==> src/hdl/segment_pair_relation_unit_defines.svh <==
// assertion macros for the segment pair relation unit
// expects clk and rst_n in the scope where a macro is used
`ifndef SEGMENT_PAIR_RELATION_UNIT_DEFINES_SVH
`define SEGMENT_PAIR_RELATION_UNIT_DEFINES_SVH

// same-cycle implication, disabled during reset
`define SPRU_ASSERT_NOW(label, ante, cons, msg) \
  label: assert property (@(posedge clk) disable iff (!rst_n) (ante) |-> (cons)) \
    else $error(msg);

// next-cycle implication, disabled during reset
`define SPRU_ASSERT_NEXT(label, ante, cons, msg) \
  label: assert property (@(posedge clk) disable iff (!rst_n) (ante) |=> (cons)) \
    else $error(msg);

`endif

==> src/hdl/spru_pkg.sv <==
// shared types, widths, codes and helper functions of the segment pair relation unit
// no dependencies
package spru_pkg;

  localparam int COORD_BITS = 16;
  localparam int DIFF_W     = COORD_BITS + 1;
  localparam int PROD_W     = 2 * DIFF_W;
  localparam int SUM_W      = PROD_W + 1;
  localparam int TOL_W      = 16;
  localparam int CFG_IDX_W  = 1;

  localparam logic [CFG_IDX_W-1:0] CFG_TOLERANCE     = 1'd0;
  localparam logic [CFG_IDX_W-1:0] CFG_DEFAULT_TOL   = 1'd1;

  typedef logic signed [COORD_BITS-1:0] coord_t;
  typedef logic signed [DIFF_W-1:0]     diff_t;
  typedef logic signed [PROD_W-1:0]     prod_t;
  typedef logic signed [SUM_W-1:0]      sum_t;
  typedef logic [TOL_W-1:0]             tol_t;

  typedef enum logic [1:0] {
    REL_NONE      = 2'd0,
    REL_INTERSECT = 2'd1,
    REL_CONNECTED = 2'd2,
    REL_EQUAL     = 2'd3
  } rel_t;

  // stage 1: edge vectors and endpoint differences (p minus q)
  typedef struct packed {
    diff_t dpx, dpy, dqx, dqy;
    diff_t dx11, dx12, dx21, dx22;
    diff_t dy11, dy12, dy21, dy22;
  } diffs_t;

  // stage 2: partial products plus the endpoint match flags
  typedef struct packed {
    prod_t py_x11, px_y11, py_x12, px_y12;
    prod_t qx_y11, qy_x11, qx_y21, qy_x21;
    prod_t x11_12, y11_12, x21_22, y21_22;
    prod_t x11_21, y11_21, x12_22, y12_22;
    logic  x_match, y_match;
  } prods_t;

  // stage 3: cross products c1..c4 and dot products per tested endpoint
  typedef struct packed {
    sum_t c1, c2, c3, c4;
    sum_t dot_p1, dot_p2, dot_q1, dot_q2;
    logic x_match, y_match;
  } sums_t;

  function automatic diff_t sub_coord(coord_t a, coord_t b);
    return DIFF_W'(a) - DIFF_W'(b);
  endfunction

  function automatic prod_t mul_diff(diff_t a, diff_t b);
    prod_t ae;
    prod_t be;
    ae = PROD_W'(a);
    be = PROD_W'(b);
    return ae * be;
  endfunction

  function automatic sum_t add_prod(prod_t a, prod_t b);
    return SUM_W'(a) + SUM_W'(b);
  endfunction

  function automatic sum_t sub_prod(prod_t a, prod_t b);
    return SUM_W'(a) - SUM_W'(b);
  endfunction

  // magnitude at or below the bound counts as zero
  function automatic logic is_small(sum_t v, tol_t tol);
    logic [SUM_W-1:0] mag;
    mag = v[SUM_W-1] ? SUM_W'(-v) : SUM_W'(v);
    return mag <= SUM_W'(tol);
  endfunction

endpackage

==> src/hdl/spru_sum.sv <==
// stage 3: combines partial products into four cross products and four dot products
// depends on spru_pkg
module spru_sum (
  input  logic             clk,
  input  logic             rst_n,
  input  logic             up_valid,
  output logic             up_ready,
  input  spru_pkg::prods_t up_data,
  input  logic             dn_ready,
  output logic             dn_valid,
  output spru_pkg::sums_t  dn_data
);
  import spru_pkg::*;

  logic  v_r;
  sums_t data_r;
  sums_t data_nxt;

  assign up_ready = !v_r || dn_ready;
  assign dn_valid = v_r;
  assign dn_data  = data_r;

  always_comb begin
    data_nxt.c1      = sub_prod(up_data.py_x11, up_data.px_y11);
    data_nxt.c2      = sub_prod(up_data.py_x12, up_data.px_y12);
    data_nxt.c3      = sub_prod(up_data.qx_y11, up_data.qy_x11);
    data_nxt.c4      = sub_prod(up_data.qx_y21, up_data.qy_x21);
    data_nxt.dot_p1  = add_prod(up_data.x11_12, up_data.y11_12);
    data_nxt.dot_p2  = add_prod(up_data.x21_22, up_data.y21_22);
    data_nxt.dot_q1  = add_prod(up_data.x11_21, up_data.y11_21);
    data_nxt.dot_q2  = add_prod(up_data.x12_22, up_data.y12_22);
    data_nxt.x_match = up_data.x_match;
    data_nxt.y_match = up_data.y_match;
  end

  always_ff @(posedge clk) begin
    if (!rst_n) begin
      v_r <= 1'b0;
    end else if (up_ready) begin
      v_r <= up_valid;
    end
  end

  always_ff @(posedge clk) begin
    if (up_ready && up_valid) begin
      data_r <= data_nxt;
    end
  end
endmodule

==> config.mk <==
export PLATFORM = sky130hd
export DESIGN_NAME = spru_sum
export DESIGN_NICKNAME = d
export VERILOG_FILES = /design/src/hdl/segment_pair_relation_unit_defines.svh /design/src/hdl/spru_pkg.sv /design/src/hdl/spru_sum.sv
export SDC_FILE = /design/constraint.sdc
export NUM_CORES = 1
export LEC_CHECK = 0
export BUFFER_PORTS_ARGS = -buffer_cell sky130_fd_sc_hd__buf_2
export CORE_AREA = 8 8 316 318
export CTS_CLUSTER_DIAMETER = 80
export DETAILED_ROUTE_END_ITERATION = 7
export DIE_AREA = 0 0 324 326
export PLACE_DENSITY_LB_ADDON = 0.05
export REMOVE_ABC_BUFFERS = 1
export SLEW_MARGIN = 20
export SYNTH_ARGS = -nofsm -noshare
export SYNTH_HDL_FRONTEND = slang
export SYNTH_SLANG_ARGS = --single-unit
==> constraint.sdc <==
create_clock -name clk -period 9.25 [get_ports clk]
set_input_delay 0.4625 -clock clk [delete_from_list [all_inputs] [get_ports clk]]
set_output_delay 0.4625 -clock clk [all_outputs]
set_load 0.05 [all_outputs]
# Word-level counts from Yosys, hierarchy flattened

Cells that the tools add are included.

Add/sub/neg operators: 8
Reductions and logical operators: 3

Operators by type and width:

| cell                         | number |
|---|---|
| adder 34 x 34 -> 35 bit      | 4 |
| subtractor 34 x 34 -> 35 bit | 4 |
| logical AND 1 bit            | 1 |
| logical NOT 1 bit            | 1 |
| logical OR 1 bit             | 1 |

Register bits after elaboration: 283
Word-level logic and storage cells: 22

# Longest topological paths before layout

Depth in word-level cells: 3
Mapped depth: 13
Depth with buffers taken out: 13

# Worst setup path before layout

OpenSTA, ideal clock, no wires.

Path kind: register -> register
Start: register v_r, in the netlist dn_valid
End: register data_r, in the netlist dn_data[0] (enable)
Setup time: 0.678 ns
Arrival time: 7.421 ns
Setup slack: 1.151 ns
Cell stages (with the launch flop): 3
Buffers on the path: 0
Period minus slack after synthesis: 8.099 ns
Path through: dfxtp_1 -> nand2b_1 -> and2_1

Longest elaborated chain between the ends: 3

RTL lines:

| item                   | line           | RTL |
|---|---|---|
| from (decl)            | spru_sum.sv:15 | `logic v_r;` |
| from (signal assigned) | spru_sum.sv:40 | `v_r <= up_valid;` |
| logical NOT 1 bit      | spru_sum.sv:19 | `assign up_ready = !v_r \|\| dn_ready;` |
| logical OR 1 bit       | spru_sum.sv:19 |  |
| net up_ready           | spru_sum.sv:7  | `output logic up_ready,` |
| logical AND 1 bit      | spru_sum.sv:45 | `if (up_ready && up_valid) begin` |
| to (signal assigned)   | spru_sum.sv:46 | `data_r <= data_nxt;` |
| to (decl)              | spru_sum.sv:16 | `sums_t data_r;` |

The timed path passes the listed nets, and every way through them passes these cells.
A chain may end at the register's enable or synchronous reset.

==> results_dict.tcl <==
set metrics [dict create \
    crit_type "input port to register" \
    synth-edff-count 282 \
    yosysSeqAreaShare_pct 36.89 \
    vias 21710 \
    hold_class "input port to register" \
    skew_ns 0.01236 \
    synthArstFlopShare_pct 0 \
    period_needed_ns 3.312 \
    path_clk_slew_ns 0.06 \
    dr.pass1.iters 6 \
    place_inst 4499 \
    cp-start-kind "input port" \
    rsz0062_at_grt "no" \
    ys_types 77 \
    die_w_um 324 \
    grt_max_degree 138 \
    drv_slew 0 \
    max-vdd-ir-drop_mv 0.1198 \
    portBuffers 833 \
    dp_hpwl_um 87930 \
    fin_crit_sh_pct 35.81 \
    final-hold-violation-count 0 \
    via_per_inst 4.716 \
    status "completed" \
    cts_tree "built" \
    setup_viol 0 \
    synth_ff_type "edfxtp_1" \
    cts_buffers 48 \
    ant_nets 0 \
    clock_sinks 283 \
    final_nets 4115 \
    die_h_um 326 \
    cts_buffer_depth 3 \
    worstSetupEndpointType "register" \
    power_density_nw_per_um2 185.0 \
    core_um2 94450 \
    initial_utilization_pct 24.36 \
    slew_headroom_pct 22.65 \
    clock.fmax_ghz 0.3019 \
    cts_root_buf "clkbuf_16" \
    netlist_area_um2 23010 \
    clkLatencyLatePin_ns 0.59 \
    regArea_um2 8488 \
    p_leak_nw 14.14 \
    area_growth_syn_to_layout_pct 31.30 \
    antenna_found_initial 46 \
    num_io_pins 834 \
    htreeDepth 2 \
    grt_pass1_vias 23150 \
    cp.required_ns 9.58 \
    yosysWarnings 0 \
    initialDrtViolationCount 1181 \
    finalWirelength_um 103100 \
    multi_input_area_um2 13550 \
    nFillCells 10180 \
    grt_usage_pct 18.52 \
    tns_ns 0 \
    critical_path.max_stage_delay_ns 0.82 \
    wl_per_cell_um 22.39 \
    worstPathArrival_ns 3.64 \
    slowest_stage "o41ai_1" \
    critPathMaxFanout 4 \
    grt_pass1_wl_um 149100 \
    final_cells 4603 \
    timing.max_cap.violations 0 \
    avgSynthCellArea_um2 9.406 \
    rows 113 \
    gr-total-overflow 0 \
    die_area_um2 105600 \
    max_slew.worst_pin.slew_ns 1.148 \
    syn_inst 2446 \
    post_cts_buffers 0 \
    ys_ff_latch 283 \
    drive_gt1_share_pct 28.18 \
    drc 0 \
    place_congestion 0.8877 \
    worstPathCellList "buf_2 > inv_1 > ha_1 > nor2b_1 > o31ai_1 > a211oi_1 > o41ai_1 > o211ai_1 > a31oi_1 > o21bai_1 > a21oi_1 > xnor2_1" \
]
through the flow:
| stage | area [µm²] | hold WS (ns) | setup slack, ns | power [mW] | util [%] |
|---|---|---|---|---|---|
| 6_report | 30210 | 0.06316 | 5.938 | 5.589 | 31.99 |
| 5_1_grt | 30190 | 0.01974 | 5.633 | 5.893 | 31.96 |
| 4_1_cts | 30170 | 0.003676 | 5.812 | 5.702 | 31.94 |
| 3_5_place_dp | 28620 | 0.5725 | 5.175 | 3.837 | 30.30 |
| 3_3_place_gp | 28620 | 0.5431 | 5.330 | 3.843 | 30.30 |
| 2_1_floorplan | 22820 | 0.5614 | 1.151 | 3.189 | - |
registers in the layout, summed over array words and instances, names as in the netlist:
| name | flops |
|---|---|
| dn_data | 282 |
| dn_valid | 1 |
synthesized netlist by cell type (43+ instances only):
| cell | instances | share of area [%] |
|---|---|---|
| nand3_1 | 43 | 0.94 |
| nor2_1 | 159 | 2.6 |
| xnor2_1 | 140 | 5.3 |
| xor2_1 | 90 | 3.4 |
| a21oi_1 | 249 | 5.4 |
| ha_1 | 272 | 15 |
| a21o_1 | 136 | 4.4 |
| edfxtp_1 | 282 | 37 |
| o21ai_0 | 144 | 3.1 |
| nand2_1 | 169 | 2.8 |
| clkbuf_1 | 45 | 0.73 |
| inv_1 | 210 | 3.4 |
path summary, 6_finish.rpt:
kind | from | end | slack, ns | cells past startpoint
setup / recovery | up_data[411] | dn_data[243] | 5.94 | 12
hold reg to reg | dn_valid | dn_valid | 0.57 | 2
setup reg to reg | dn_valid | dn_data[54] | 6.26 | 4
hold / removal | up_data[1] | dn_data[1] | 0.06 | 1
repair_timing:
action,4_1_cts,5_1_grt
gates resized for setup,0,0
setup endpoints to repair,0,0
hold buffers,1,0
hold endpoints to repair,1,0
worst max-delay path, delay by kind of cell:
family	cells	cell delay (ns)
fa+ha+maj	1	0.28
buf+inv	2	0.20
compound gates	7	2.46
xor+xnor	1	0.08
simple gates	1	0.14
layout make-up:
class	instances	area share [%]
Inverter	210	2.609
Timing Repair Buffer	838	13.97
Clock buffer	58	4.171
Tap cell	1265	5.239
Clock inverter	28	0.9236
Sequential cell	283	28.10
Multi-Input combinational cell	1904	44.84
Antenna cell	17	0.1408
cells in the final DEF, fill, tap and decap left out, drive strengths merged, types with 14 or more instances in the layout:
master and count:
o21ai 149, o211ai 20, nor3 43, clkbuf 58, nand3 43, and2 14, nand2 169, nand2b 33
diode 17, xor2 90, ha 272, a21o 136, a21oi 251, a211oi 28, nor2b 42, buf 837
inv 211, edfxtp 282, o21a 34, xnor2 140, nand4 41, clkinv 18, a31oi 34, and3 26
nor2 159, o21bai 35
cells by family (layout without fill, tap and decap cells):
| family | Yosys count | in the layout | share of synthesized area [%] |
|---|---|---|---|
| compound gates | 786 | 786 | 21.89 |
| other cells | 0 | 17 | 0 |
| mux | 2 | 2 | 0.08702 |
| flops | 283 | 283 | 36.89 |
| buf+inv | 259 | 1134 | 4.236 |
| fa+ha+maj | 280 | 280 | 15.49 |
| simple gates | 606 | 606 | 12.65 |
| xor+xnor | 230 | 230 | 8.756 |
per-layer routing:
metal  global-route usage, %  vias to the layer above  routed length, µm
li1                        -                    10690                  -
met1                   20.59                    10170              40130
met2                   34.08                      671              52340
met3                   6.225                      134               8723
met4                   3.582                       38               1637
met5                       0                        -                234
where the power goes:
| part | switching [mW] | total (mW) | internal [mW] |
|---|---|---|---|
| registers | 0.0522 | 1.71 | 1.66 |
| clock network | 0.699 | 1.80 | 1.10 |
| logic | 1.43 | 2.08 | 0.645 |
| total | 2.18 | 5.59 | 3.41 |
Note: power is estimated with default switching activity, not from simulation.
