==> src/hdl/segment_pair_relation_unit_defines.svh <==
// assertion macros for the segment pair relation unit
// expects clk and rst_n in the scope where a macro is used
`ifndef SEGMENT_PAIR_RELATION_UNIT_DEFINES_SVH
`define SEGMENT_PAIR_RELATION_UNIT_DEFINES_SVH

// same-cycle implication, disabled during reset
`define SPRU_ASSERT_NOW(label, ante, cons, msg) \
  label: assert property (@(posedge clk) disable iff (!rst_n) (ante) |-> (cons)) \
    else $error(msg);

// next-cycle implication, disabled during reset
`define SPRU_ASSERT_NEXT(label, ante, cons, msg) \
  label: assert property (@(posedge clk) disable iff (!rst_n) (ante) |=> (cons)) \
    else $error(msg);

`endif

==> src/hdl/spru_pkg.sv <==
// shared types, widths, codes and helper functions of the segment pair relation unit
// no dependencies
package spru_pkg;

  localparam int COORD_BITS = 16;
  localparam int DIFF_W     = COORD_BITS + 1;
  localparam int PROD_W     = 2 * DIFF_W;
  localparam int SUM_W      = PROD_W + 1;
  localparam int TOL_W      = 16;
  localparam int CFG_IDX_W  = 1;

  localparam logic [CFG_IDX_W-1:0] CFG_TOLERANCE     = 1'd0;
  localparam logic [CFG_IDX_W-1:0] CFG_DEFAULT_TOL   = 1'd1;

  typedef logic signed [COORD_BITS-1:0] coord_t;
  typedef logic signed [DIFF_W-1:0]     diff_t;
  typedef logic signed [PROD_W-1:0]     prod_t;
  typedef logic signed [SUM_W-1:0]      sum_t;
  typedef logic [TOL_W-1:0]             tol_t;

  typedef enum logic [1:0] {
    REL_NONE      = 2'd0,
    REL_INTERSECT = 2'd1,
    REL_CONNECTED = 2'd2,
    REL_EQUAL     = 2'd3
  } rel_t;

  // stage 1: edge vectors and endpoint differences (p minus q)
  typedef struct packed {
    diff_t dpx, dpy, dqx, dqy;
    diff_t dx11, dx12, dx21, dx22;
    diff_t dy11, dy12, dy21, dy22;
  } diffs_t;

  // stage 2: partial products plus the endpoint match flags
  typedef struct packed {
    prod_t py_x11, px_y11, py_x12, px_y12;
    prod_t qx_y11, qy_x11, qx_y21, qy_x21;
    prod_t x11_12, y11_12, x21_22, y21_22;
    prod_t x11_21, y11_21, x12_22, y12_22;
    logic  x_match, y_match;
  } prods_t;

  // stage 3: cross products c1..c4 and dot products per tested endpoint
  typedef struct packed {
    sum_t c1, c2, c3, c4;
    sum_t dot_p1, dot_p2, dot_q1, dot_q2;
    logic x_match, y_match;
  } sums_t;

  function automatic diff_t sub_coord(coord_t a, coord_t b);
    return DIFF_W'(a) - DIFF_W'(b);
  endfunction

  function automatic prod_t mul_diff(diff_t a, diff_t b);
    prod_t ae;
    prod_t be;
    ae = PROD_W'(a);
    be = PROD_W'(b);
    return ae * be;
  endfunction

  function automatic sum_t add_prod(prod_t a, prod_t b);
    return SUM_W'(a) + SUM_W'(b);
  endfunction

  function automatic sum_t sub_prod(prod_t a, prod_t b);
    return SUM_W'(a) - SUM_W'(b);
  endfunction

  // magnitude at or below the bound counts as zero
  function automatic logic is_small(sum_t v, tol_t tol);
    logic [SUM_W-1:0] mag;
    mag = v[SUM_W-1] ? SUM_W'(-v) : SUM_W'(v);
    return mag <= SUM_W'(tol);
  endfunction

endpackage

==> src/hdl/spru_if.sv <==
// valid/ready channel interfaces for segment pairs and relation results
// depends on spru_pkg
interface spru_in_if;
  import spru_pkg::*;

  logic   valid;
  logic   ready;
  coord_t first_ax, first_ay, first_bx, first_by;
  coord_t second_ax, second_ay, second_bx, second_by;

  modport source (
    output valid, first_ax, first_ay, first_bx, first_by,
    output second_ax, second_ay, second_bx, second_by,
    input  ready
  );
  modport sink (
    input  valid, first_ax, first_ay, first_bx, first_by,
    input  second_ax, second_ay, second_bx, second_by,
    output ready
  );
endinterface


==> src/hdl/spru_diff.sv <==
// stage 1: takes a segment pair transaction and registers all coordinate differences
// depends on spru_pkg and spru_in_if
module spru_diff (
  input  logic           clk,
  input  logic           rst_n,
  spru_in_if.sink        in_seg,
  input  logic           dn_ready,
  output logic           dn_valid,
  output spru_pkg::diffs_t dn_data
);
  import spru_pkg::*;

  logic   v_r;
  diffs_t data_r;
  diffs_t data_nxt;

  assign in_seg.ready = !v_r || dn_ready;
  assign dn_valid     = v_r;
  assign dn_data      = data_r;

  always_comb begin
    data_nxt.dpx  = sub_coord(in_seg.first_bx, in_seg.first_ax);
    data_nxt.dpy  = sub_coord(in_seg.first_by, in_seg.first_ay);
    data_nxt.dqx  = sub_coord(in_seg.second_bx, in_seg.second_ax);
    data_nxt.dqy  = sub_coord(in_seg.second_by, in_seg.second_ay);
    data_nxt.dx11 = sub_coord(in_seg.first_ax, in_seg.second_ax);
    data_nxt.dx12 = sub_coord(in_seg.first_ax, in_seg.second_bx);
    data_nxt.dx21 = sub_coord(in_seg.first_bx, in_seg.second_ax);
    data_nxt.dx22 = sub_coord(in_seg.first_bx, in_seg.second_bx);
    data_nxt.dy11 = sub_coord(in_seg.first_ay, in_seg.second_ay);
    data_nxt.dy12 = sub_coord(in_seg.first_ay, in_seg.second_by);
    data_nxt.dy21 = sub_coord(in_seg.first_by, in_seg.second_ay);
    data_nxt.dy22 = sub_coord(in_seg.first_by, in_seg.second_by);
  end

  always_ff @(posedge clk) begin
    if (!rst_n) begin
      v_r <= 1'b0;
    end else if (in_seg.ready) begin
      v_r <= in_seg.valid;
    end
  end

  always_ff @(posedge clk) begin
    if (in_seg.ready && in_seg.valid) begin
      data_r <= data_nxt;
    end
  end
endmodule

==> src/flat_wrapper.sv <==
// flat-port wrapper written by rule: the top's interface ports become plain ports
module spru_diff_flat import spru_pkg::*;
  (clk, rst_n, dn_ready, dn_valid, dn_data, in_seg_valid, in_seg_first_ax, in_seg_first_ay, in_seg_first_bx, in_seg_first_by, in_seg_second_ax, in_seg_second_ay, in_seg_second_bx, in_seg_second_by, in_seg_ready);
  spru_in_if in_seg_i ();
  input  logic clk;
  input  logic rst_n;
  input  logic dn_ready;
  output logic dn_valid;
  output spru_pkg::diffs_t dn_data;
  input wire logic [$bits(in_seg_i.valid)-1:0] in_seg_valid;
  input wire logic [$bits(in_seg_i.first_ax)-1:0] in_seg_first_ax;
  input wire logic [$bits(in_seg_i.first_ay)-1:0] in_seg_first_ay;
  input wire logic [$bits(in_seg_i.first_bx)-1:0] in_seg_first_bx;
  input wire logic [$bits(in_seg_i.first_by)-1:0] in_seg_first_by;
  input wire logic [$bits(in_seg_i.second_ax)-1:0] in_seg_second_ax;
  input wire logic [$bits(in_seg_i.second_ay)-1:0] in_seg_second_ay;
  input wire logic [$bits(in_seg_i.second_bx)-1:0] in_seg_second_bx;
  input wire logic [$bits(in_seg_i.second_by)-1:0] in_seg_second_by;
  output wire logic [$bits(in_seg_i.ready)-1:0] in_seg_ready;
  assign in_seg_i.valid = in_seg_valid;
  assign in_seg_i.first_ax = in_seg_first_ax;
  assign in_seg_i.first_ay = in_seg_first_ay;
  assign in_seg_i.first_bx = in_seg_first_bx;
  assign in_seg_i.first_by = in_seg_first_by;
  assign in_seg_i.second_ax = in_seg_second_ax;
  assign in_seg_i.second_ay = in_seg_second_ay;
  assign in_seg_i.second_bx = in_seg_second_bx;
  assign in_seg_i.second_by = in_seg_second_by;
  assign in_seg_ready = in_seg_i.ready;
  spru_diff u_core (.clk(clk), .rst_n(rst_n), .in_seg(in_seg_i), .dn_ready(dn_ready), .dn_valid(dn_valid), .dn_data(dn_data));
endmodule
==> config.mk <==
export PLATFORM = sky130hd
export DESIGN_NAME = spru_diff_flat
export DESIGN_NICKNAME = d
export VERILOG_FILES = /design/src/hdl/segment_pair_relation_unit_defines.svh /design/src/hdl/spru_pkg.sv /design/src/hdl/spru_if.sv /design/src/hdl/spru_diff.sv /design/src/flat_wrapper.sv
export SDC_FILE = /design/constraint.sdc
export NUM_CORES = 1
export LEC_CHECK = 0
export CORE_UTILIZATION = 50
export DETAILED_ROUTE_END_ITERATION = 7
export DONT_BUFFER_PORTS = 1
export GPL_ROUTABILITY_DRIVEN = 0
export HOLD_SLACK_MARGIN = 0.08
export MAX_ROUTING_LAYER = met4
export SKIP_LAST_GASP = 1
export SYNTH_ARGS = -nofsm -noshare
export SYNTH_HDL_FRONTEND = slang
export SYNTH_SLANG_ARGS = --single-unit
==> constraint.sdc <==
create_clock -name clk -period 13.5 [get_ports clk]
set_input_delay 0.675 -clock clk [delete_from_list [all_inputs] [get_ports clk]]
set_output_delay 0.675 -clock clk [all_outputs]
set_load 0.01 [all_outputs]
After elaboration in Yosys (flattened, before gate mapping):

Index checks and enable logic that the tools add are counted.

* register bits after elaboration: 205
* input bits: 132
* output and inout bits: 206
* logic and storage cells: 28

* add/sub/neg operators: 12
* reduce and logical (&&, ||, !) cells: 3

Operators by type and width (number)
* $sub A16 B16 Y17: 12
* $logic_and A1 B1 Y1: 1
* $logic_not A1 Y1: 1
* $logic_or A1 B1 Y1: 1

Logic depth before layout (Yosys ltp):

* word-level depth: 3
* gate-level depth with buffers: 9
* gate-level depth less buffers: 9

Worst setup path after synthesis:

No wires, ideal clock.

* path type: input port to flip-flop
* start point: input dn_ready
* end point: register u_core.data_r, in the netlist u_core.dn_data[0] (enable)
* setup time: 0.590 ns
* data arrival time: 5.539 ns
* data required time: 12.910 ns
* setup slack: 7.370 ns
* stages: 2
* path buffers: 0
* cell sequence: nand2b_1 -> and2_1

* longest elaborated chain between the ends: 2

Ends and longest elaborated chain
* start: declaration: RTL line flat_wrapper.sv:7 `input logic dn_ready;`
* $logic_or A1 B1 Y1: RTL line spru_diff.sv:17 `assign in_seg.ready = !v_r || dn_ready;`
* $logic_and A1 B1 Y1: RTL line spru_diff.sv:45 `if (in_seg.ready && in_seg.valid) begin`
* end signal: assignment: RTL line spru_diff.sv:46 `data_r <= data_nxt;`
* end: declaration: RTL line spru_diff.sv:14 `diffs_t data_r;`

No other way between the ends.
A chain may end at the register's enable or synchronous reset.

Final worst setup path:

* start point: register u_core.v_r (netlist: u_core.dn_valid)
* end point: register u_core.data_r, in the netlist u_core.dn_data[6] (enable)

* longest elaborated chain between the ends: 3

Ends and longest elaborated chain
* start: declaration: RTL line spru_diff.sv:13 `logic v_r;`
* start signal: assignment: RTL line spru_diff.sv:40 `v_r <= in_seg.valid;`
* $logic_not A1 Y1: RTL line spru_diff.sv:17
* $logic_or A1 B1 Y1: RTL line spru_diff.sv:17
* via in_seg_ready: RTL line flat_wrapper.sv:19 `output wire logic [$bits(in_seg_i.ready)-1:0] in_seg_ready;`
* $logic_and A1 B1 Y1: RTL line spru_diff.sv:45

The timed path passes the listed nets, and every way through them passes these cells.

==> summary.txt <==
Grt ovf - 0
Post-DP HPWL - 35.9 mm
Startpoint Class - register
Slowest cell on crit path - buf_4
Final core utilization - 54.6%
Final Setup Violations - 0
Drt total wl - 44.5 mm
Mean post-synth cell area - 9.83 µm²
Largest area contributor in the netlist - edfxtp_1
Worst hold path type - in -> reg
Tmin final - 2580 ps
CTS tree - built
VDD IR max - 84.0 µV
Worst-skew pair later-pin latency - 540 ps
Max transition margin - 35.5%
Vias per inst - 6.06
# rows - 65
Comb power frac - 24.8%
Power Density - 121 mW/mm²
Via count - 12400
CP Max Fanout - 74
Drt drc - 0
Worst Tran Pin Value - 967 ps
Drt initial violations - 685
Max-cap viol count - 0
Clock-pin slew on the worst setup and hold paths - 60 ps
H-Tree Depth - 1
Die Width - 181 µm
Cells after Synth - 1630
Async set or reset register ratio after synthesis - 0%
Seq/Total Area, Yosys - 38.3%
Layout area overhead - 7.53%
Clk network pwr share - 32.2%
Max Buffers Root-to-Sink - 3
I/O pins - 338
RSZ-0062 raised after global routing - false
Gr usage total - 27.4%
Most used flip-flop cell after synthesis - edfxtp_1
Initial antenna violation count - 0
Number of global-route vias before repair - 12200
Post-DRT Antenna Nets - 0
Fmax - 387 MHz
Clock skew - 11.7 ps
Drt first pass iters - 5
Final hold violation count - 0
Kind of critical path - reg -> reg
Sink Count - 205
Final setup TNS - 0 ps
Cell variety after synth - 77
CP Capture Type - register
Critical path data required time - 13660 ps
Pleak - 7.22 nW
Largest net degree at the start of global routing - 75
I/O Buffers - 0
Clk root buf - clkbuf_16
First-pass GRT wire length - 67.3 mm
Cts repair resizes - 0
Data arrival, critical path - 2740 ps
Mapped Nets - 1966
Total die area - 0.0328 mm²
Reg2reg setup slack - 10920 ps
Post-CTS setup buffer count - 0
Die Ht - 181 µm
Sw Ratio - 31.6%
EDFF count, synth - 204
Register bit total from synthesis - 205
Top-count cell post-synth - edfxtp_1
CP delay by family, top - simple AND/OR/NAND/NOR gates
Crit path buf inv count - 1
Yosys warns - 0
Status - complete, no violations
Share of cells above drive strength 1 - 3.65%
Final worst path period share - 19.1%
Pint - 1.43 mW
Tot Pwr - 2.09 mW
Core region area - 0.0316 mm²
TritonCTS Buffers - 25
Synth top area cells - edfxtp_1, ha_1, xnor2_1
Initial Util - 50.8%
Seq pwr share - 43.0%
Post-CTS Hold Buffers - 0
Post-route design area - 0.0172 mm²
Fin. max-slew vios - 0
Placed inst area - 0.0164 mm²
Routed len/inst - 21.7 µm
Switching power - 0.660 mW
Nets - 1963
Slowest stage delay, CP - 860 ps
Share of Yosys cell area claimed by the top area cell type - 38.2%
Synth top cells by count - edfxtp_1, ha_1, inv_1, a21oi_1, nor2_1
# diodes - 0
Cells along the critical path - nand2b_1, and2_4, buf_4
Mapped cell area - 0.0160 mm²
==> worst reg2reg max path, stage by stage, from the launching register on <==
cell      delay, ps
dfxtp_1         330
nand2b_1        170
and2_4          720
buf_4           920
==> sequential cells by signal, summed over array words and instances, names as in the netlist <==
name / count
u_core.dn_data: 204
u_core.dn_valid: 1
==> path summary, 6_finish.rpt <==
| check | cells past startpoint | to | from |
|---|---|---|---|
| setup reg to reg | 3 | u_core.dn_data[6]$_DFFE_PP_ | u_core.dn_valid$_SDFFE_PN0N_ |
| hold reg to reg | 2 | u_core.dn_valid$_SDFFE_PN0N_ | u_core.dn_valid$_SDFFE_PN0N_ |
| hold / removal | 2 | u_core.dn_valid$_SDFFE_PN0N_ | in_seg_valid |
| setup / recovery | 3 | u_core.dn_data[6]$_DFFE_PP_ | u_core.dn_valid$_SDFFE_PN0N_ |
==> per-layer routing <==
layer  vias up  global-route usage [%]  wire length, µm  share of wire (%)
li1       6066                       -                -                  -
met1      5848                    29.8            17500                 39
met2       418                    48.9            22400                 50
met3        82                    6.73             3300                7.4
met4         0                    8.68             1380                3.1
met5         -                       -                0                  0
==> layout make-up <==
class | instances | area, µm²
multi-input combinational | 1220 | 9120
timing repair buffer | 2 | 15.0
clock buffer | 28 | 637
clock inverter | 17 | 170
inverter | 173 | 649
fill | 2820 | 14300
tap | 402 | 503
sequential | 205 | 6150
==> through the flow <==
stage	cells	setup slack, ps	hold slack, ps
floorplan	1630	7370	610
global placement	2002	10520	642
detailed placement	2002	10440	644
CTS	2047	10890	253
global route	2047	10760	254
finish	2047	10920	277
==> cell usage in the layout (no fill, tap or decap), types with 9 or more instances in the layout <==
cell / n
ha_1: 192
o21a_1: 32
o211ai_1: 17
nor2b_1: 34
a211oi_1: 14
xor2_1: 34
and2_1: 9
nand2_1: 63
nand4_1: 15
a21oi_1: 131
o31a_1: 16
nand2b_1: 32
and3_1: 18
inv_1: 173
a21boi_0: 12
nor2_1: 104
nand3_1: 36
edfxtp_1: 204
xnor2_1: 88
fa_1: 12
o21ai_0: 87
o21bai_1: 11
clkbuf_16: 25
a21o_1: 50
o2111ai_1: 9
nor3_1: 35
a31oi_1: 20
o311ai_0: 10
==> cells by family after synthesis <==
family / synth area share (%)
AO/OA/AOI/OAI: 20.2
multiplexers: 0.710
adder cells (fa/ha/maj): 16.5
XOR/XNOR: 6.67
buffers and inverters: 4.80
AND/OR/NAND/NOR: 12.8
flip-flops: 38.3
==> power by group through the flow <==
stage	combinational, mW	clock (mW)	sequential, mW
CTS	0.515	0.689	0.900
detailed placement	0.511	0	0.912
floorplan	0.397	0	0.897
global placement	0.506	0	0.913
finish	0.519	0.672	0.898
global route	0.576	0.716	0.905
Note: power is estimated with default switching activity, not from simulation.
