File: src/hdl/segment_pair_relation_unit_defines.svh
// assertion macros for the segment pair relation unit
// expects clk and rst_n in the scope where a macro is used
`ifndef SEGMENT_PAIR_RELATION_UNIT_DEFINES_SVH
`define SEGMENT_PAIR_RELATION_UNIT_DEFINES_SVH

// same-cycle implication, disabled during reset
`define SPRU_ASSERT_NOW(label, ante, cons, msg) \
  label: assert property (@(posedge clk) disable iff (!rst_n) (ante) |-> (cons)) \
    else $error(msg);

// next-cycle implication, disabled during reset
`define SPRU_ASSERT_NEXT(label, ante, cons, msg) \
  label: assert property (@(posedge clk) disable iff (!rst_n) (ante) |=> (cons)) \
    else $error(msg);

`endif

File: src/hdl/spru_pkg.sv
// shared types, widths, codes and helper functions of the segment pair relation unit
// no dependencies
package spru_pkg;

  localparam int COORD_BITS = 16;
  localparam int DIFF_W     = COORD_BITS + 1;
  localparam int PROD_W     = 2 * DIFF_W;
  localparam int SUM_W      = PROD_W + 1;
  localparam int TOL_W      = 16;
  localparam int CFG_IDX_W  = 1;

  localparam logic [CFG_IDX_W-1:0] CFG_TOLERANCE     = 1'd0;
  localparam logic [CFG_IDX_W-1:0] CFG_DEFAULT_TOL   = 1'd1;

  typedef logic signed [COORD_BITS-1:0] coord_t;
  typedef logic signed [DIFF_W-1:0]     diff_t;
  typedef logic signed [PROD_W-1:0]     prod_t;
  typedef logic signed [SUM_W-1:0]      sum_t;
  typedef logic [TOL_W-1:0]             tol_t;

  typedef enum logic [1:0] {
    REL_NONE      = 2'd0,
    REL_INTERSECT = 2'd1,
    REL_CONNECTED = 2'd2,
    REL_EQUAL     = 2'd3
  } rel_t;

  // stage 1: edge vectors and endpoint differences (p minus q)
  typedef struct packed {
    diff_t dpx, dpy, dqx, dqy;
    diff_t dx11, dx12, dx21, dx22;
    diff_t dy11, dy12, dy21, dy22;
  } diffs_t;

  // stage 2: partial products plus the endpoint match flags
  typedef struct packed {
    prod_t py_x11, px_y11, py_x12, px_y12;
    prod_t qx_y11, qy_x11, qx_y21, qy_x21;
    prod_t x11_12, y11_12, x21_22, y21_22;
    prod_t x11_21, y11_21, x12_22, y12_22;
    logic  x_match, y_match;
  } prods_t;

  // stage 3: cross products c1..c4 and dot products per tested endpoint
  typedef struct packed {
    sum_t c1, c2, c3, c4;
    sum_t dot_p1, dot_p2, dot_q1, dot_q2;
    logic x_match, y_match;
  } sums_t;

  function automatic diff_t sub_coord(coord_t a, coord_t b);
    return DIFF_W'(a) - DIFF_W'(b);
  endfunction

  function automatic prod_t mul_diff(diff_t a, diff_t b);
    prod_t ae;
    prod_t be;
    ae = PROD_W'(a);
    be = PROD_W'(b);
    return ae * be;
  endfunction

  function automatic sum_t add_prod(prod_t a, prod_t b);
    return SUM_W'(a) + SUM_W'(b);
  endfunction

  function automatic sum_t sub_prod(prod_t a, prod_t b);
    return SUM_W'(a) - SUM_W'(b);
  endfunction

  // magnitude at or below the bound counts as zero
  function automatic logic is_small(sum_t v, tol_t tol);
    logic [SUM_W-1:0] mag;
    mag = v[SUM_W-1] ? SUM_W'(-v) : SUM_W'(v);
    return mag <= SUM_W'(tol);
  endfunction

endpackage

File: src/hdl/spru_if.sv


interface spru_out_if;
  import spru_pkg::*;

  logic       valid;
  logic       ready;
  logic [1:0] relation;

  modport source (output valid, relation, input ready);
  modport sink (input valid, relation, output ready);
endinterface

File: src/hdl/spru_classify.sv
// stage 4: tolerance sign tests and relation decision, drives the result register
// depends on spru_pkg and spru_out_if
module spru_classify (
  input  logic            clk,
  input  logic            rst_n,
  input  spru_pkg::tol_t  tolerance,
  input  spru_pkg::tol_t  default_tol,
  input  logic            up_valid,
  output logic            up_ready,
  input  spru_pkg::sums_t up_data,
  spru_out_if.source      out_rel
);
  import spru_pkg::*;

  logic v_r;
  rel_t rel_r;
  rel_t rel_nxt;
  logic z1, z2, z3, z4;
  logic n1, n2, n3, n4;
  logic straddle;
  logic on_p1, on_p2, on_q1, on_q2;
  logic line_off;

  assign up_ready         = !v_r || out_rel.ready;
  assign out_rel.valid    = v_r;
  assign out_rel.relation = rel_r;

  always_comb begin
    z1 = is_small(up_data.c1, default_tol);
    z2 = is_small(up_data.c2, default_tol);
    z3 = is_small(up_data.c3, default_tol);
    z4 = is_small(up_data.c4, default_tol);
    n1 = up_data.c1[SUM_W-1];
    n2 = up_data.c2[SUM_W-1];
    n3 = up_data.c3[SUM_W-1];
    n4 = up_data.c4[SUM_W-1];
    // strictly opposite nonzero signs on both segments
    straddle = !z1 && !z2 && (n1 != n2) && !z3 && !z4 && (n3 != n4);
    // on the other segment: zero cross and a dot product that is not positive
    on_p1 = z3 && (up_data.dot_p1[SUM_W-1] || is_small(up_data.dot_p1, default_tol));
    on_p2 = z4 && (up_data.dot_p2[SUM_W-1] || is_small(up_data.dot_p2, default_tol));
    on_q1 = z1 && (up_data.dot_q1[SUM_W-1] || is_small(up_data.dot_q1, default_tol));
    on_q2 = z2 && (up_data.dot_q2[SUM_W-1] || is_small(up_data.dot_q2, default_tol));
    line_off = !is_small(up_data.c1, tolerance) || !is_small(up_data.c2, tolerance);

    priority if (up_data.x_match && up_data.y_match) begin
      rel_nxt = line_off ? REL_CONNECTED : REL_EQUAL;
    end else if (straddle || on_p1 || on_p2 || on_q1 || on_q2) begin
      rel_nxt = REL_INTERSECT;
    end else begin
      rel_nxt = REL_NONE;
    end
  end

  always_ff @(posedge clk) begin
    if (!rst_n) begin
      v_r <= 1'b0;
    end else if (up_ready) begin
      v_r <= up_valid;
    end
  end

  always_ff @(posedge clk) begin
    if (up_ready && up_valid) begin
      rel_r <= rel_nxt;
    end
  end
endmodule

File: src/flat_wrapper.sv
// flat-port wrapper written by rule: the top's interface ports become plain ports
module spru_classify_flat import spru_pkg::*;
  (clk, rst_n, tolerance, default_tol, up_valid, up_ready, up_data, out_rel_valid, out_rel_relation, out_rel_ready);
  spru_out_if out_rel_i ();
  input  logic clk;
  input  logic rst_n;
  input  spru_pkg::tol_t tolerance;
  input  spru_pkg::tol_t default_tol;
  input  logic up_valid;
  output logic up_ready;
  input  spru_pkg::sums_t up_data;
  output wire logic [$bits(out_rel_i.valid)-1:0] out_rel_valid;
  output wire logic [$bits(out_rel_i.relation)-1:0] out_rel_relation;
  input wire logic [$bits(out_rel_i.ready)-1:0] out_rel_ready;
  assign out_rel_valid = out_rel_i.valid;
  assign out_rel_relation = out_rel_i.relation;
  assign out_rel_i.ready = out_rel_ready;
  spru_classify u_core (.clk(clk), .rst_n(rst_n), .tolerance(tolerance), .default_tol(default_tol), .up_valid(up_valid), .up_ready(up_ready), .up_data(up_data), .out_rel(out_rel_i));
endmodule
File: config.mk
export PLATFORM = sky130hd
export DESIGN_NAME = spru_classify_flat
export DESIGN_NICKNAME = d
export VERILOG_FILES = /design/src/hdl/segment_pair_relation_unit_defines.svh /design/src/hdl/spru_pkg.sv /design/src/hdl/spru_if.sv /design/src/hdl/spru_classify.sv /design/src/flat_wrapper.sv
export SDC_FILE = /design/constraint.sdc
export NUM_CORES = 1
export LEC_CHECK = 0
export BUFFER_PORTS_ARGS = -buffer_cell sky130_fd_sc_hd__buf_2
export CELL_PAD_IN_SITES_DETAIL_PLACEMENT = 0
export CELL_PAD_IN_SITES_GLOBAL_PLACEMENT = 2
export CORE_ASPECT_RATIO = 0.7
export CORE_MARGIN = 8
export CORE_UTILIZATION = 29
export DETAILED_ROUTE_END_ITERATION = 12
export GPL_TIMING_DRIVEN = 0
export PLACE_DENSITY_LB_ADDON = 0.08
export SKIP_CTS_REPAIR_TIMING = 1
export SYNTH_ARGS = -nofsm -noshare
export SYNTH_HDL_FRONTEND = slang
export SYNTH_SLANG_ARGS = --single-unit
File: constraint.sdc
create_clock -name clk -period 6.22 [get_ports clk]
set_clock_uncertainty 0.2 [all_clocks]
set_input_delay 0.933 -clock clk [delete_from_list [all_inputs] [get_ports clk]]
set_output_delay 0.933 -clock clk [all_outputs]
set_load 0.005 [all_outputs]
* Yosys cells after proc, flatten, opt, wreduce, memory -nomap -nowiden *
Cells that the tools add are included.
W data, S select, Z words.

word-level totals
  logic and storage cells = 61
  register bits = 3
  output and inout bits = 4

cells by class
  equal/unequal tests = 2
  order comparisons = 10
  reduce and logical (&&, ||, !) cells = 28
  muxes and demuxes = 11
  $add $sub $neg = 8

operators with widths
  cell                 count
  $le A35 B16 Y1       10
  $mux W35             8
  $neg A35 Y35         8
  $logic_and A1 B1 Y1  11
  $logic_or A1 B1 Y1   10
  $logic_not A1 Y1     7
  $mux W1              2
  $mux W2              1
  $ne A1 B1 Y1         2

* Logic depth before layout (Yosys ltp) *
Gate-level depths: netlist of the first run.

  depth after elaboration = 15
  depth in mapped cells = 17
  mapped depth without buffers = 16

* Worst setup path before layout of the first run *
No wires, ideal clock.

  path type = input to register
  start = input port up_data[145] in the netlist's numbering
  end = register u_core.rel_r[0], in the netlist u_core.out_rel.relation[0] (data pin)
  arrival = 4.227 ns
  library setup time = 0.267 ns
  cell stages on the path = 15
  path slack = 1.526 ns
  cell sequence = or4_4 -> or3_1 -> buf_2 -> o31a_1 -> xor2_1 -> ha_1 -> nand3_1 -> nor3_1 -> and2_1 -> a31oi_1 -> a211o_1 -> or3_1 -> or3_1 -> a41oi_2 -> a32oi_1

on the way
  word-level cells in the longest chain between the ends = 12

RTL lines
  element                             RTL line             source
  from (decl)                         flat_wrapper.sv:11   input spru_pkg::sums_t up_data;
  $neg A35 Y35                        spru_pkg.sv:74       mag = v[SUM_W-1] ? SUM_W'(-v) : SUM_W'(v);
  $mux W35 *                          spru_pkg.sv:74
  $le A35 B16 Y1 *                    spru_pkg.sv:75       return mag <= SUM_W'(tol);
  $logic_not A1 Y1                    spru_classify.sv:38  straddle = !z1 && !z2 && (n1 != n2) && !z3 && !z4 && (n3 != n4);
  $logic_and A1 B1 Y1 (2 in series)   spru_classify.sv:38
  $logic_or A1 B1 Y1                  spru_classify.sv:48  end else if (straddle || on_p1 || on_p2 || on_q1 || on_q2) begin
  $logic_or A1 B1 Y1 * (3 in series)  spru_classify.sv:48
  $mux W1 *                           spru_classify.sv:48
  $mux W2 *                           spru_classify.sv:46  priority if (up_data.x_match && up_data.y_match) begin
  via u_core.rel_nxt[0]               spru_classify.sv:17  rel_t rel_nxt;
  to (signal assigned)                spru_classify.sv:65  rel_r <= rel_nxt;
  to (decl)                           spru_classify.sv:16  rel_t rel_r;

The timed path passes the listed nets; every way through them passes the cells marked *.
A chain may end at the register's enable or synchronous reset.

* Worst setup path after layout of the first run *
  start = input port up_data[176] in the netlist's numbering
  end = register u_core.rel_r[0], in the netlist u_core.out_rel.relation[0] (data pin)

on the way
  word-level cells in the longest chain between the ends = 12

RTL lines
  element                             RTL line
  $neg A35 Y35                        spru_pkg.sv:74
  $mux W35                            spru_pkg.sv:74
  $le A35 B16 Y1                      spru_pkg.sv:75
  $logic_not A1 Y1                    spru_classify.sv:38
  $logic_and A1 B1 Y1 (2 in series)   spru_classify.sv:38
  $logic_or A1 B1 Y1                  spru_classify.sv:48
  $logic_or A1 B1 Y1 * (3 in series)  spru_classify.sv:48
  $mux W1 *                           spru_classify.sv:48
  $mux W2 *                           spru_classify.sv:46
  via u_core.rel_nxt[0]               spru_classify.sv:17

Marks and branches as above.

==> impl_metrics.tcl, run 1 <==
set metrics [dict create \
    status "finished clean" \
    numCtsBuffers 3 \
    cts_tree "done" \
    min_path_type "flip-flop to flip-flop" \
    synth_warnings 0 \
    hpwl_microns 38100 \
    synth_top_area_share_pct 20.6 \
    tns_ns 0 \
    power.switching_uw 503 \
    slew_violations 0 \
    synth-xor-area-share_pct 10.0 \
    fillers 3837 \
    core_area_sq_um 34700 \
    die-area_sq_um 41500 \
    port-buffer-count 312 \
    hold_violations 0 \
    fin_area_sq_um 12400 \
    ios 322 \
    die_w_microns 240 \
    yosysSeqAreaShare_pct 0.785 \
    pwr-share-clk_pct 10.8 \
    max-vdd-ir-drop_v 0.0000606 \
    cp_max_fo 10 \
    synth_cell_types 75 \
    critPathLaunchType "input pin" \
    clk_transition_reported_paths_ns 0.03 \
    setup_slack_ns 0.324 \
    fin_nets 2302 \
    drt_iter0_drc 944 \
    gp_congestion 0.892 \
    wl_microns 44800 \
    setup_viol 0 \
    die_h_microns 173 \
    power_switching_share_pct 52.5 \
    rsz0062_at_grt "false" \
    multi_input_area_sq_um 9660 \
    end_kind "flip-flop" \
    initial_core_util_pct 29.4 \
    num_vias 12981 \
    worst_slew_pin_slew_ns 0.922 \
    drc 0 \
    dr.pass1.iters 7 \
    synth_top_family_by_area "simple AND/OR/NAND/NOR gates" \
    fmax_mhz 170 \
    antenna_found_initial 8 \
    htreeDepth 1 \
    grt_pass1_vias 12263 \
    yosys.area_share.simple_pct 36.0 \
    slew_headroom_pct 38.0 \
    seqCellArea_sq_um 80.1 \
    cellPowerDensity_nw_per_um2 77.1 \
    finalCritPeriodShare_pct 94.8 \
    muxShareOfSynthArea_pct 1.95 \
    p_int_uw 456 \
    cp.arrival_ns 5.72 \
    synth_edf_count 2 \
    seqPwrFrac_pct 2.5 \
    pre_cts_ws_ns 0.198 \
    drv_cap 0 \
    postPlaceCellArea_sq_um 12400 \
    grt_use_total_pct 20.1 \
    clock_latency_ns 0.23 \
    grt_overflow_total 0 \
    critPathKind "input pin to flip-flop" \
    grt_pass1_wl_microns 68600 \
    avgSynthCellArea_sq_um 6.80 \
    syn_nets 1985 \
    routedWlPerCell_microns 19.5 \
    total_power_uw 959 \
    period_needed_ns 5.90 \
    cts_root_buf "clkbuf_16" \
    netlist_area_sq_um 10200 \
    syn_to_final_growth_pct 22.0 \
    combinationalPowerShare_pct 86.7 \
    r2r_cells 2 \
    holdPathStages 2 \
    synthAdderAreaFrac_pct 20.6 \
    synth.area.top_cells "ha_1 (21%), xnor2_1 (9.3%), o21ai_0 (4.8%), nand2_1 (4.4%), nor2_1 (4.3%)" \
    ys_ff_latch 3 \
    ant_nets 0 \
    grt_start_max_net_pins 11 \
    synth_flop_cell "edfxtp_1" \
    synth_area_leader_cell "ha_1" \
    avgViaCountPerCell 5.66 \
    syn_inst 1499 \
    async_flop_share_pct 0 \
    drive_gt1_share_pct 19.3 \
    numClockSinks 3 \
    cts_buffer_depth 2 \
    fp-row-count 57 \
    crit_required_ns 6.04 \
    p_leak_nw 5.11 \
    synth_compound_area_share_pct 26.1 \
]
worst max-delay path: stages:
cell      delay (ns)
clkbuf_1        0.24
clkbuf_1        0.44
clkbuf_1        0.51
buf_1           0.38
nand2_1         0.12
xnor2_1         0.26
ha_1            0.31
a21oi_1         0.16
a21oi_1         0.08
a211oi_1        0.24
a31oi_1         0.20
a211o_1         0.27
or3_1           0.35
nor4_1          0.82
a41oi_2         0.08
a32oi_1         0.34
cell usage after synthesis, types with 36 or more instances:
library cell	instances
nor2_1	117
inv_1	82
nand4_1	49
nor3_1	72
nor4_1	65
or3_1	36
nand3_1	49
o21ai_0	97
a21oi_1	77
ha_1	168
nand2_1	120
xnor2_1	108
state kept, by name, summed over array words and instances, names as in the netlist:
signal                   flops
u_core.out_rel.relation      2
u_core.out_rel.valid         1
cell usage in the layout, fill, tap and decap left out, types with 32 or more instances in the layout:
cell	instances
nor4_1	65
or4_1	35
buf_2	314
a21oi_1	77
ha_1	168
nor2_1	117
nand2_1	120
clkbuf_1	34
o31ai_1	32
inv_1	82
nor3_1	72
nand3_1	49
xnor2_1	108
nand4_1	49
o21ai_0	97
or3_1	36
cell families after synthesis:
group	count (synthesis)
AOI/OAI and AO/OA	398
DFF	3
muxes	19
adders and majority gates	168
buffers and inverters	122
xor gates and xnor gates	117
and+or+nand+nor	672
stage by stage:
step | hold slack [ns] | cells | util, %
after floorplan | 0.337 | 1499 | -
final | 0.369 | 2292 | 35.9
after CTS | 0.373 | 2287 | 35.9
after global routing | 0.411 | 2292 | 35.9
after global placement | 0.310 | 2283 | 35.6
after detailed placement | 0.328 | 2283 | 35.6
metal layers:
metal  vias up  routed length (microns)  global-route usage, %
met5         -                       27                      0
met4         6                      204                   1.36
met3        21                     2820                   2.38
met2       435                    19500                   31.1
met1      6035                    22200                   30.4
li1       6484                        -                      -
power groups by stage:
stage	logic [mW]	registers [mW]	clock network (mW)
final	0.832	0.0236	0.104
after global routing	0.940	0.0237	0.107
after CTS	0.829	0.0236	0.105
after detailed placement	0.823	0.0238	0
after global placement	0.817	0.0237	0
after floorplan	0.485	0.0240	0
final timing paths:
kind                            slack, ns                    endpoint            startpoint
worst min-delay path                 0.37        u_core.out_rel.valid  u_core.out_rel.valid
worst max register to register       5.15  u_core.out_rel.relation[1]  u_core.out_rel.valid
worst min register to register       0.37        u_core.out_rel.valid  u_core.out_rel.valid
worst max-delay path                 0.32  u_core.out_rel.relation[0]          up_data[176]
area by class of cell:
cell class	instances	share of cell area [%]
clock buffer	4	0.634
sequential	3	0.644
multi-input combinational	1374	77.6
timing repair buffer	312	12.6
antenna	5	0.101
buffer	40	1.23
inverter	82	2.47
tap	472	4.75
Note: power is estimated with default switching activity, not from simulation.
==> inputs of run 2 (changes only) <==
--- a/config.mk
+++ b/config.mk
@@ -6,9 +6,10 @@
 export NUM_CORES = 1
 export LEC_CHECK = 0
 export BUFFER_PORTS_ARGS = -buffer_cell sky130_fd_sc_hd__buf_2
+export CAP_MARGIN = 5
 export CELL_PAD_IN_SITES_DETAIL_PLACEMENT = 0
 export CELL_PAD_IN_SITES_GLOBAL_PLACEMENT = 2
-export CORE_ASPECT_RATIO = 0.7
+export CORE_ASPECT_RATIO = 0.5
 export CORE_MARGIN = 8
 export CORE_UTILIZATION = 29
 export DETAILED_ROUTE_END_ITERATION = 12
==> run 2 against run 1 <==
  * Critical path type unchanged
  * Largest cell class unchanged
  * Combinational power shrank 0.5%
  * Sequential cell count is the same
  * Die area grew 0.65%
  * Critical endpoint unchanged
==> impl_metrics.tcl, run 2 (synthesis results as in run 1) <==
set metrics [dict create \
    cts_root_buf "clkbuf_16" \
    hpwl_microns 38000 \
    crit-reg2reg-launch "u_core.out_rel.valid" \
    total_power_uw 953 \
    critPathBufInv 1 \
    final_common_cell "buf_2" \
    end_kind "flip-flop" \
    grt_start_max_net_pins 11 \
    final_util_pct 36.0 \
    cp_slowest_stage_delay_ns 0.81 \
    grt_pass1_wl_microns 68300 \
    status "finished clean" \
    slowest_stage "nor4_2" \
    r2r_slack_ns 5.18 \
    mostFrequentLayoutCells "buf_2 (314), ha_1 (168), nand2_1 (120)" \
    die-area_sq_um 41800 \
    grt_use_total_pct 19.8 \
    numClockSinks 3 \
    r2r_cells 2 \
    whs_ns 0.311 \
    initial_core_util_pct 29.5 \
    min_path_type "flip-flop to flip-flop" \
    finalCritPeriodShare_pct 86.8 \
    finalNonFillerCells 2296 \
    worstHoldStart "u_core.out_rel.valid" \
    place_inst 2286 \
    syn_to_final_growth_pct 22.1 \
    tns_ns 0 \
    slew_violations 0 \
    fp-row-count 48 \
    ios 322 \
    port-buffer-count 312 \
    drc 0 \
    top_layer "met5" \
    rsz0062_at_grt "false" \
    dr_wl_met2_microns 22500 \
    cp_max_fo 10 \
    p_leak_nw 5.11 \
    fillers 3786 \
    die_w_microns 281 \
    critPathKind "input pin to flip-flop" \
    cts_tree "done" \
    clock_latency_ns 0.22 \
    clk_transition_reported_paths_ns 0.03 \
    ant_nets 0 \
    die_h_microns 149 \
    gp_congestion 0.916 \
    worst_r2r_endpoint "u_core.out_rel.relation[1]" \
    htreeDepth 1 \
    worst_slew_pin_slew_ns 1.05 \
    holdPathStages 2 \
    crit_required_ns 6.07 \
    path_cells "buf_2, nor4_2, nand4_1, o31ai_1, xnor2_1, ha_1, nand3_1, nor2_1, a221oi_1, a21oi_1, nor4b_1, nand2_1, o221a_2, a32oi_1" \
    fin_nets 2302 \
    routedWlPerCell_microns 19.4 \
    critPathLaunchType "input pin" \
    slew_headroom_pct 29.6 \
    antenna_found_initial 8 \
    drive_gt1_share_pct 19.3 \
    drt_iter0_drc 750 \
    fmax_mhz 185 \
    cp.arrival_ns 5.25 \
    hold_end "u_core.out_rel.valid" \
    grt_pass1_vias 12906 \
    cts_buffer_depth 2 \
    drv_cap 0 \
    grt_overflow_total 0 \
    wl_microns 44500 \
    drt-met1-wl_microns 19300 \
    setup_viol 0 \
    core_area_sq_um 34500 \
    dr_wl_met3_microns 1940 \
    largest_reg_flops 2 \
    hold_violations 0 \
    cp_top_family "simple AND/OR/NAND/NOR gates" \
    max-vdd-ir-drop_v 0.0000597 \
    cellPowerDensity_nw_per_um2 76.6 \
    avgViaCountPerCell 5.65 \
    num_vias 12962 \
    period_needed_ns 5.40 \
    numCtsBuffers 3 \
    dr.pass1.iters 5 \
]
## run 2: cell types whose count changed in the layout (fill, tap and decap cells not counted), sizes merged
cell	previous run	this run
diode	5	6
## run 2: metrics by stage
step / setup WS, ns / instance area (sq um)
floorplan: 1.53 / 10200
global route: 0.289 / 12400
detailed placement: 0.466 / 12400
global placement: 0.494 / 12400
CTS: 0.697 / 12400
finish: 0.818 / 12400
## run 2: metal layers
layer  vias up  track usage, %
li1       6481               -
met1      6101            25.0
met2       326            36.7
met3        48            1.56
met4         6            3.91
met5         -               0
## run 2: cell type report
class	count	area, sq um	area share [%]
Tap cell	475	594	4.77
Buffer	40	153	1.23
Clock buffer	4	78.8	0.633
Multi-Input combinational cell	1374	9660	77.6
Sequential cell	3	80.1	0.643
Antenna cell	6	15.0	0.121
Inverter	82	308	2.47
Timing Repair Buffer	312	1560	12.5
## run 2: worst max path at each step
stage,startpoint,end,cells after the start
CTS,up_data[180],u_core.out_rel.relation[0],14
global route,up_data[180],u_core.out_rel.relation[0],14
detailed placement,up_data[180],u_core.out_rel.relation[0],14
floorplan,up_data[145],u_core.out_rel.relation[0],15
finish,up_data[180],u_core.out_rel.relation[0],14
global placement,up_data[211],u_core.out_rel.relation[0],15
## run 2: report_power, final
group	total [mW]	switching, mW	internal [mW]
Clock	0.102	0.0172	0.0845
Sequential	0.0235	0.000330	0.0232
Combinational	0.828	0.479	0.349
Total	0.953	0.497	0.457
## run 2: worst reg2reg max path, cell delays in order, from the launching register on
cell and delay [ns]:
dfxtp_1 0.29, nand2b_1 0.09, and2_1 0.17
